===== src/hdl/gtwp_pkg.sv =====
// Package for the greedy two-way partition block.
// Holds sizes, widths and the item and result types used across the modules.
// No dependencies.
`default_nettype none

package gtwp_pkg;

    localparam int MAX_ITEMS = 32;
    localparam int WEIGHT_W  = 16;
    localparam int SUM_W     = 21;
    localparam int CNT_W     = $clog2(MAX_ITEMS + 1);
    localparam int ACC_W     = WEIGHT_W + CNT_W;
    localparam int QDEPTH    = 4;
    localparam int QPTR_W    = $clog2(QDEPTH);
    localparam int TDATA_W   = ((WEIGHT_W + 1 + 2 * SUM_W + 7) / 8) * 8;

    typedef logic [WEIGHT_W-1:0] t_weight;
    typedef logic [CNT_W-1:0]    t_cnt;
    typedef logic [ACC_W-1:0]    t_acc;

    localparam t_cnt MAX_CNT = t_cnt'(MAX_ITEMS);

    typedef struct packed {
        t_weight weight;
        logic    overflow;
        logic    last;
    } t_entry;

    typedef struct packed {
        t_weight           weight;
        logic              side;
        logic [SUM_W-1:0]  sum_a;
        logic [SUM_W-1:0]  sum_b;
        logic              overflow;
        logic              last;
    } t_result;

endpackage

`default_nettype wire


===== src/hdl/greedy_two_way_partition.sv =====
// Top level of the greedy two-way partition block.
// Instantiates gtwp_front, gtwp_fifo and gtwp_back; depends on gtwp_pkg.
//
// Weights of a set are taken one per cycle, each inserted at once into a
// row of 32 sorted cells; the item marked last closes the set, and weights
// beyond 32 are dropped and reported as overflow. The cells then drain one
// per cycle, unless the queue is full, through a four-entry queue into the
// unit that assigns each weight to side A when A's sum is at most B's, else
// to side B. No new weight is taken until the set has drained; results leave
// at one per cycle when the sink is ready, the last one marked by tlast.
`default_nettype none

module greedy_two_way_partition (
    input  wire                              i_clk,
    input  wire                              i_rst_n,
    input  wire                              s_axis_tvalid,
    output logic                             s_axis_tready,
    input  wire [15:0]                       s_axis_tdata,  // weight[15:0]
    input  wire                              s_axis_tlast,
    output logic                             m_axis_tvalid,
    input  wire                              m_axis_tready,
    // item_weight[15:0], side[16], sum_a[37:17], sum_b[58:38], zeros above.
    output logic [gtwp_pkg::TDATA_W-1:0]     m_axis_tdata,
    output logic                             m_axis_tuser,  // overflow[0]
    output logic                             m_axis_tlast
);
    import gtwp_pkg::*;

    logic    w_push, w_full, w_pop, w_nonempty;
    t_entry  w_in_entry, w_out_entry;
    t_result w_result;

    gtwp_front u_front (
        .i_clk    (i_clk),
        .i_rst_n  (i_rst_n),
        .i_valid  (s_axis_tvalid),
        .i_weight (s_axis_tdata),
        .i_last   (s_axis_tlast),
        .o_ready  (s_axis_tready),
        .o_push   (w_push),
        .o_entry  (w_in_entry),
        .i_full   (w_full)
    );

    gtwp_fifo u_fifo (
        .i_clk      (i_clk),
        .i_rst_n    (i_rst_n),
        .i_push     (w_push),
        .i_entry    (w_in_entry),
        .o_full     (w_full),
        .i_pop      (w_pop),
        .o_entry    (w_out_entry),
        .o_nonempty (w_nonempty)
    );

    gtwp_back u_back (
        .i_clk      (i_clk),
        .i_rst_n    (i_rst_n),
        .i_nonempty (w_nonempty),
        .i_entry    (w_out_entry),
        .o_pop      (w_pop),
        .o_valid    (m_axis_tvalid),
        .i_ready    (m_axis_tready),
        .o_result   (w_result)
    );

    assign m_axis_tdata = TDATA_W'({w_result.sum_b, w_result.sum_a,
                                    w_result.side, w_result.weight});
    assign m_axis_tuser = w_result.overflow;
    assign m_axis_tlast = w_result.last;

endmodule

`default_nettype wire


===== src/hdl/gtwp_front.sv =====
// Front part: accepts weights and keeps them in a row of sorted cells.
// After the last item it drains the cells, largest first, into the queue.
// Depends on gtwp_pkg.
`default_nettype none

module gtwp_front (
    input  wire                     i_clk,
    input  wire                     i_rst_n,
    input  wire                     i_valid,
    input  wire gtwp_pkg::t_weight  i_weight,
    input  wire                     i_last,
    output logic                    o_ready,
    output logic                    o_push,
    output gtwp_pkg::t_entry        o_entry,
    input  wire                     i_full
);
    import gtwp_pkg::*;

    localparam logic ST_LOAD  = 1'b0;
    localparam logic ST_DRAIN = 1'b1;

    logic    r_state, n_state;
    t_cnt    r_count, n_count;
    logic    r_drop, n_drop;
    t_weight r_cell [MAX_ITEMS];
    t_weight n_cell [MAX_ITEMS];
    logic    v_gt   [MAX_ITEMS];
    logic    v_acc;

    assign o_ready = (r_state == ST_LOAD);
    assign v_acc   = i_valid && o_ready;
    assign o_push  = (r_state == ST_DRAIN) && !i_full;

    always_comb begin
        o_entry.weight   = r_cell[0];
        o_entry.overflow = r_drop;
        o_entry.last     = (r_count == t_cnt'(1));
    end

    always_comb begin
        n_state = r_state;
        n_count = r_count;
        n_drop  = r_drop;
        for (int i = 0; i < MAX_ITEMS; i++) begin
            v_gt[i]   = (t_cnt'(i) >= r_count) || (i_weight > r_cell[i]);
            n_cell[i] = r_cell[i];
        end
        unique case (r_state)
            ST_LOAD: begin
                if (v_acc) begin
                    if (r_count != MAX_CNT) begin
                        n_count = r_count + t_cnt'(1);
                        if (v_gt[0]) begin
                            n_cell[0] = i_weight;
                        end
                        for (int i = 1; i < MAX_ITEMS; i++) begin
                            if (v_gt[i]) begin
                                n_cell[i] = v_gt[i-1] ? r_cell[i-1] : i_weight;
                            end
                        end
                    end else begin
                        n_drop = 1'b1;
                    end
                    if (i_last) begin
                        n_state = ST_DRAIN;
                    end
                end
            end
            ST_DRAIN: begin
                if (o_push) begin
                    for (int i = 0; i < MAX_ITEMS - 1; i++) begin
                        n_cell[i] = r_cell[i+1];
                    end
                    n_count = r_count - t_cnt'(1);
                    if (r_count == t_cnt'(1)) begin
                        n_state = ST_LOAD;
                        n_drop  = 1'b0;
                    end
                end
            end
            default: n_state = ST_LOAD;
        endcase
    end

    always_ff @(posedge i_clk) begin
        if (!i_rst_n) begin
            r_state <= ST_LOAD;
            r_count <= '0;
            r_drop  <= 1'b0;
        end else begin
            r_state <= n_state;
            r_count <= n_count;
            r_drop  <= n_drop;
        end
    end

    always_ff @(posedge i_clk) begin
        for (int i = 0; i < MAX_ITEMS; i++) begin
            r_cell[i] <= n_cell[i];
        end
    end

endmodule

`default_nettype wire


===== src/hdl/gtwp_fifo.sv =====
// Short queue of sorted entries between the front and back parts.
// Depends on gtwp_pkg.
`default_nettype none

module gtwp_fifo (
    input  wire                 i_clk,
    input  wire                 i_rst_n,
    input  wire                 i_push,
    input  wire gtwp_pkg::t_entry i_entry,
    output logic                o_full,
    input  wire                 i_pop,
    output gtwp_pkg::t_entry    o_entry,
    output logic                o_nonempty
);
    import gtwp_pkg::*;

    t_entry              r_mem [QDEPTH];
    logic [QPTR_W-1:0]   r_wr, r_rd;
    logic [QPTR_W:0]     r_cnt;

    assign o_full     = (r_cnt == (QPTR_W + 1)'(QDEPTH));
    assign o_nonempty = (r_cnt != '0);
    assign o_entry    = r_mem[r_rd];

    always_ff @(posedge i_clk) begin
        if (!i_rst_n) begin
            r_wr  <= '0;
            r_rd  <= '0;
            r_cnt <= '0;
        end else begin
            if (i_push) begin
                r_wr <= r_wr + QPTR_W'(1);
            end
            if (i_pop) begin
                r_rd <= r_rd + QPTR_W'(1);
            end
            if (i_push && !i_pop) begin
                r_cnt <= r_cnt + (QPTR_W + 1)'(1);
            end else if (!i_push && i_pop) begin
                r_cnt <= r_cnt - (QPTR_W + 1)'(1);
            end
        end
    end

    always_ff @(posedge i_clk) begin
        if (i_push) begin
            r_mem[r_wr] <= i_entry;
        end
    end

endmodule

`default_nettype wire


===== src/hdl/gtwp_back.sv =====
// Back part: assigns each sorted weight to the side with the smaller sum,
// side A on a tie, and holds the result in an output register. Depends on gtwp_pkg.
`default_nettype none

module gtwp_back (
    input  wire                   i_clk,
    input  wire                   i_rst_n,
    input  wire                   i_nonempty,
    input  wire gtwp_pkg::t_entry i_entry,
    output logic                  o_pop,
    output logic                  o_valid,
    input  wire                   i_ready,
    output gtwp_pkg::t_result     o_result
);
    import gtwp_pkg::*;

    t_acc    r_sa, r_sb, n_sa, n_sb;
    logic    r_valid;
    t_result r_out, n_out;

    assign o_pop    = i_nonempty && (!r_valid || i_ready);
    assign o_valid  = r_valid;
    assign o_result = r_out;

    always_comb begin
        n_sa = r_sa;
        n_sb = r_sb;
        if (r_sa <= r_sb) begin
            n_sa = r_sa + t_acc'(i_entry.weight);
        end else begin
            n_sb = r_sb + t_acc'(i_entry.weight);
        end
        n_out.weight   = i_entry.weight;
        n_out.side     = !(r_sa <= r_sb);
        n_out.sum_a    = n_sa[SUM_W-1:0];
        n_out.sum_b    = n_sb[SUM_W-1:0];
        n_out.overflow = i_entry.overflow;
        n_out.last     = i_entry.last;
    end

    always_ff @(posedge i_clk) begin
        if (!i_rst_n) begin
            r_valid <= 1'b0;
            r_sa    <= '0;
            r_sb    <= '0;
        end else begin
            if (o_pop) begin
                r_valid <= 1'b1;
                r_sa    <= i_entry.last ? '0 : n_sa;
                r_sb    <= i_entry.last ? '0 : n_sb;
            end else if (i_ready) begin
                r_valid <= 1'b0;
            end
        end
    end

    always_ff @(posedge i_clk) begin
        if (o_pop) begin
            r_out <= n_out;
        end
    end

endmodule

`default_nettype wire


===== config.mk =====
export PLATFORM = sky130hd
export DESIGN_NAME = greedy_two_way_partition
export DESIGN_NICKNAME = d
export VERILOG_FILES = /design/src/hdl/gtwp_pkg.sv /design/src/hdl/greedy_two_way_partition.sv /design/src/hdl/gtwp_front.sv /design/src/hdl/gtwp_fifo.sv /design/src/hdl/gtwp_back.sv
export SDC_FILE = /design/constraint.sdc
export NUM_CORES = 2
export LEC_CHECK = 0
export BUFFER_PORTS_ARGS = -buffer_cell sky130_fd_sc_hd__buf_2
export CAP_MARGIN = 40
export CORE_ASPECT_RATIO = 0.5
export CORE_MARGIN = 5
export CORE_UTILIZATION = 25
export DETAILED_ROUTE_END_ITERATION = 6
export GPL_TIMING_DRIVEN = 0
export RECOVER_POWER = 25
export SLEW_MARGIN = 20
export SYNTH_ARGS = -nofsm -noshare
export SYNTH_HDL_FRONTEND = slang
export SYNTH_SLANG_ARGS = --single-unit

===== constraint.sdc =====
create_clock -name i_clk -period 9.2 [get_ports i_clk]
set_input_delay 0.92 -clock i_clk [delete_from_list [all_inputs] [get_ports i_clk]]
set_output_delay 0.92 -clock i_clk [all_outputs]
set_load 0.02 [all_outputs]

### Yosys cells after proc, flatten, opt, wreduce, memory -nomap -nowiden

Memories as Yosys holds them, arrays and structs flattened. A register that Yosys moved wholly into a read port is not among the register bits.
Index checks and enable logic that the tools add are counted.

| word-level totals | value |
|---|---|
| register bits | 121 |
| RAM bits | 584 |
| output and inout port bits | 68 |
| word-level logic and storage cells | 247 |
| memories kept | 2 |

| operators by class | value |
|---|---|
| $add $sub $neg | 8 |
| $lt $le $gt $ge | 65 |
| eq/ne operators | 9 |
| muxes and demuxes | 94 |
| bitwise gates (word level) | 1 |
| reductions and logical operators | 51 |

Memories:

| memory | words | bits a word | read ports | clocked after memory_dff | wr ports | RTL line | text |
|---|---|---|---|---|---|---|---|
| u_front.r_cell | 32 | 16 | 32 | 0 | 32 | gtwp_front.sv:25 | `t_weight r_cell [MAX_ITEMS];` |
| u_fifo.r_mem | 4 | 18 | 1 | 1 | 1 | gtwp_fifo.sv:17 | `t_entry r_mem [QDEPTH];` |

Operators with widths:

| cell | number |
|---|---|
| 16-bit 2-to-1 mux | 64 |
| 512-bit 2-to-1 mux | 2 |
| 496-bit one-hot mux with 2 select lines | 1 |
| 16-bit greater-than comparator | 32 |
| 496-bit 2-to-1 mux | 1 |
| 5-bit by 6-bit greater-or-equal comparator with 1-bit output (first input constant) | 16 |
| 22-bit 2-to-1 mux | 4 |
| 4-bit by 6-bit greater-or-equal comparator with 1-bit output (first input constant) | 8 |
| 22-bit by 16-bit adder with 22-bit output | 2 |
| 1-bit logical OR | 33 |
| 3-bit by 6-bit greater-or-equal comparator with 1-bit output (first input constant) | 4 |
| 22-bit <= comparator | 1 |
| 6-bit 2-to-1 mux | 3 |
| 1-bit by 6-bit greater-or-equal comparator with 1-bit output (first input constant) | 2 |
| 2-bit by 6-bit greater-or-equal comparator with 1-bit output (first input constant) | 2 |
| 1-bit 2-to-1 mux | 12 |
| 6-bit one-hot mux with 2 select lines | 1 |
| 6-bit by 1-bit adder with 6-bit output (second input constant) | 1 |
| 6-bit by 1-bit equality test with 1-bit output (second input constant) | 1 |
| 3-bit 2-to-1 mux | 2 |
| 2-bit by 1-bit != test with 1-bit output (second input constant) | 3 |
| 2-bit != test (second input constant) | 3 |
| 6-bit != test (second input constant) | 1 |
| 2-bit nonzero test | 3 |
| other kinds (14) | 26 |

### Depth between registers and ports, before layout

An unclocked memory read counts as a cell.

| logic depth | value |
|---|---|
| word-level depth | 8 |
| mapped depth | 14 |

### Hierarchy

Synthesis repeated with hierarchy kept, for this count alone.

| second synthesis, totals | value |
|---|---|
| cell total of the unflattened synthesis | 5,352 |
| area, all modules | 52,780.6 um^2 |

By module, submodules not included:

| module | times used | cells an instance | area each (um^2) |
|---|---|---|---|
| gtwp_front | 1 | 4,598 | 43,514.2 |
| gtwp_back | 1 | 611 | 6,139.6 |
| gtwp_fifo | 1 | 137 | 3,085.5 |
| greedy_two_way_partition | 1 | 6 | 41.3 |

### Worst setup path before layout

No wires, ideal clock.

| path | value |
|---|---|
| path type | in2reg |
| start point | in s_axis_tdata[0] |
| end point | mem u_front.r_cell[0][100] (netlist bit), enable pin |
| library setup time | 399 ps |
| data arrival time | 3,996 ps |
| data required time | 8,801 ps |
| path slack | 4,805 ps |
| stages | 12 |
| path buffers | 2 |
| cells stage by stage | clkbuf_1 -> inv_1 -> ha_1 -> nor2b_1 -> o21ai_0 -> nand2b_1 -> a21oi_1 -> o21a_1 -> o221ai_1 -> clkbuf_1 -> nand2_1 -> a31oi_1 |

RTL lines:

| element | RTL line | text |
|---|---|---|
| start, declared | greedy_two_way_partition.sv:18 | `input wire [15:0] s_axis_tdata,` |
| end, declared | gtwp_front.sv:25 |  |

### Final worst setup path

| path | value |
|---|---|
| start point | reg u_fifo.r_cnt[0] |
| end point | reg u_back.r_sb[2] |

| on the way | value |
|---|---|
| longest elaborated chain between the ends | 2 |

RTL lines:

| element | RTL line | text |
|---|---|---|
| start, declared | gtwp_fifo.sv:19 | `logic [QPTR_W:0] r_cnt;` |
| start signal, assigned | gtwp_fifo.sv:38 | `r_cnt <= r_cnt + (QPTR_W + 1)'(1);` |
| start signal, assigned | gtwp_fifo.sv:40 | `r_cnt <= r_cnt - (QPTR_W + 1)'(1);` |
| 3-bit nonzero test | gtwp_fifo.sv:22 | `assign o_nonempty = (r_cnt != '0);` |
| 1-bit logical AND | gtwp_back.sv:21 | `assign o_pop = i_nonempty && (!r_valid \|\| i_ready);` |
| via u_back.o_pop | gtwp_back.sv:10 | `output logic o_pop,` |
| end signal, assigned | gtwp_back.sv:50 | `r_sb <= i_entry.last ? '0 : n_sb;` |
| end, declared | gtwp_back.sv:17 | `t_acc r_sa, r_sb, n_sa, n_sb;` |

The timed path passes the listed nets, and every way through them passes these cells.
A chain may end at the register's enable or synchronous reset.

==> key figures <==
Run status
  • Outcome: finished with violations
  • Failing checks: DRC, capacitance limit, slew limit

Final layout
  • Layout fillers: 21115
  • Share of layout cells above drive strength 1: 8.16%
  • Area Growth Syn to Fin: 15.9%
  • Fin nets: 6084

Floorplan
  • Num rows: 116
  • Core area: 0.201 mm^2
  • Top-level I/O count: 89
  • Die ar.: 0.212 mm^2
  • Die H: 328 um
  • Die span in x: 646 um
  • Initial Util: 25.2%

Worst setup path
  • Worst-path cell chain: nor3_1 > a21o_1 > clkinvlp_2 > nand2_1 > o21ai_0 > clkbuf_1 > nand2_1 > o21ai_0
  • Max incr delay on CP: 2400 ps
  • Worst Setup End Kind: flip-flop
  • Crit path kind: flip-flop to flip-flop
  • Crit path arrival time: 6810 ps
  • Worst Path Max Fanout: 68
  • WP data required: 9780 ps
  • Slowest cell on the critical path: clkinvlp_2
  • Startpoint types: flip-flop

Drt
  • Final wirelength: 219 mm
  • DRT Pass-1 Iters: 7
  • Drt initial violations: 6491
  • Drc violations: 5
  • Avg WL per Cell: 26.5 um
  • Antenna viol nets, final: 0
  • Vias post-DR: 46708
  • Vias per std cell: 5.65

Timing
  • Fin Setup TNS: 0 ps
  • RSZ-0062 raised after global routing: false
  • Post-layout min period: 6230 ps
  • Final setup margin: 2970 ps
  • Setup-failing EPs final: 0
  • FMAX: 0.160 GHz
  • Post-route clock period utilization: 67.7%
  • Worst slew pin tran: 3100 ps
  • WHS: 501 ps
  • Post-route clock skew: 40.2 ps
  • Final Hold Viols: 0
  • Slew Viols, Final: 87
  • Slew headroom: -108%

Logic synthesis
  • Top FF cell, synth: edfxtp_1
  • Synth Instances: 5221
  • Most common cell in the netlist: edfxtp_1
  • Post-synth ARST share: 0%
  • Commonest cells in the netlist: edfxtp_1, ha_1, inv_1
  • Yosys cell types: 82
  • Top cells by area, synth: edfxtp_1, ha_1, a21oi_1, inv_1, mux2i_1
  • Netlist Area Pre-Place: 0.0506 mm^2
  • Number of synthesized flops with an enable pin: 645
  • Part of the Yosys area used for sequential elements: 40.7%
  • Syn Area/Cell: 9.69 um^2
  • Synth top area share: 38.3%
  • Warnings, synthesis: 0
  • FF+latch count, synth: 707
  • Synth area leader: edfxtp_1

Clock network
  • H-tree level count: 3
  • Clk buf depth: 3
  • Worst-Skew Late Latency: 720 ps
  • Clock transition at the registers of the reported paths: 70 ps
  • Post-CTS resize count: 0
  • CTS Sinks: 707
  • CTS tree: yes
  • CTS Buf Count: 82
  • CTS root buf: clkbuf_16
  • Hold-fix buffers, CTS: 0
  • Post-CTS Setup Bufs: 0

GRT
  • Grt total ovfl: 0
  • Largest net degree at the start of global routing: 69
  • First-pass GRT wire length: 308 mm
  • Initial antenna violation count: 15
  • Vias in the first global route: 43594
  • Tot GR Track Use: 19.6%

Placement
  • GPL Wtd Cong: 1.04
  • DP Worst Slack: 3980 ps
  • HPWL after DPL: 163 mm
  • # port buffers: 83

Pwr
  • Net switching power: 0.00768 W
  • Pint: 0.00955 W
  • Switching share of power: 44.6%
  • Clock power frac: 20.7%
  • Leak: 23.0 nW
  • PD cells: 294 mW/mm^2
  • Combinational fraction of design power: 45.2%
  • Overall Power: 0.0172 W
  • Peak VDD IR: 0.000276 V
  • Register share of total power: 34.1%

Hold path
  • HP Class: flip-flop to flip-flop

Job
  • Max Cap Violations: 3
-- routing by layer --
metal / vias up / share of wire (%) / track usage (%)
met4: 8 / 6.0 / 10.0
met2: 3043 / 42 / 29.1
met3: 676 / 13 / 5.84
li1: 20308 / - / -
met1: 22673 / 40 / 25.8
met5: - / 0.091 / 0
-- through the flow --
step | instance area, um^2 | instances | utilization (%)
final | 58600 | 8274 | 29.2
after global routing | 58600 | 8266 | 29.2
after CTS | 58700 | 8258 | 29.3
after detailed placement | 55900 | 8107 | 27.9
after global placement | 54400 | 8022 | 27.1
after floorplan | 50600 | 5225 | -
-- critical path: cells and delay by family (launching register included) --
kind / cells / cell delay (ps)
AND/OR/NAND/NOR: 3 / 1900
AO/OA/AOI/OAI: 3 / 1020
flip-flops: 1 / 370
buffers and inverters: 2 / 2790
-- logic make-up after synthesis --
logic type | Yosys count | synth area share (%)
buf+inv | 896 | 7.05
fa+ha+maj | 578 | 14.3
mux | 219 | 4.80
simple gates | 1156 | 11.1
compound gates | 1616 | 21.2
flops | 707 | 40.7
other cells | 1 | 0.00741
xor+xnor | 48 | 0.831
-- cells in the final DEF, fill, tap and decap left out, types with 15 or more instances in the layout --
master     count
a211oi_1      25
o221ai_1      38
nand2b_1      25
dfxtp_1       62
o311ai_1      16
clkbuf_16     84
a21oi_1      485
o311ai_0     192
buf_2         59
nor3_1        26
xnor2_1       33
nand2_1      349
nor2b_1       46
clkbuf_2      47
a21o_1       187
mux2i_1      193
o21a_1        43
a221o_1       65
buf_6         49
a21oi_2       16
mux4_2        18
ha_1         575
a22oi_1       17
o211ai_1      49
nand3_1      326
inv_1        548
nor2_1       173
clkbuf_1     296
buf_4         45
a22o_1        33
o22ai_1      168
xor2_1        15
edfxtp_1     645
or3_1         16
o21ai_0      204
nand4_1      118
-- path summary, 6_finish.rpt --
kind,start,end,slack [ps],cells past startpoint
max,u_fifo.r_cnt[0],u_back.r_sb[2],2970,8
min,u_back.r_sa[2],u_back.r_sa[2],500,2
max reg2reg,u_fifo.r_cnt[0],u_back.r_sb[2],2970,8
min reg2reg,u_back.r_sa[2],u_back.r_sa[2],500,2
-- flip-flops by register name (all words and copies together), names as in the netlist, named ones only --
signal,flops
u_front.r_drop,1
u_front.r_count,6
u_back.o_result,61
u_back.r_sa,22
u_back.r_sb,22
u_fifo.r_mem,72
u_fifo.r_wr,2
u_fifo.r_cnt,3
u_back.o_valid,1
u_front.r_cell,512
u_fifo.r_rd,2
u_front.r_state,1
-- power by group through the flow --
stage,Clock [W],Combinational [W],Sequential [W]
5_1_grt,0.00371,0.00846,0.00591
3_5_place_dp,0,0.00776,0.00586
2_1_floorplan,0,0.00498,0.00557
3_3_place_gp,0,0.00755,0.00588
6_report,0.00356,0.00779,0.00588
4_1_cts,0.00358,0.00781,0.00580
-- cell type report --
class / count / area, um^2 / area share, %
Timing Repair Buffer: 176 / 1630 / 2.78
Tap cell: 2714 / 3400 / 5.79
Clock buffer: 106 / 2210 / 3.78
Clock inverter: 45 / 614 / 1.05
Sequential cell: 707 / 20600 / 35.1
Inverter: 551 / 2070 / 3.54
Antenna cell: 8 / 20.0 / 0.0341
Buffer: 345 / 1520 / 2.60
Multi-Input combinational cell: 3622 / 26600 / 45.3
No activity file was read; power rests on OpenSTA's default activity.
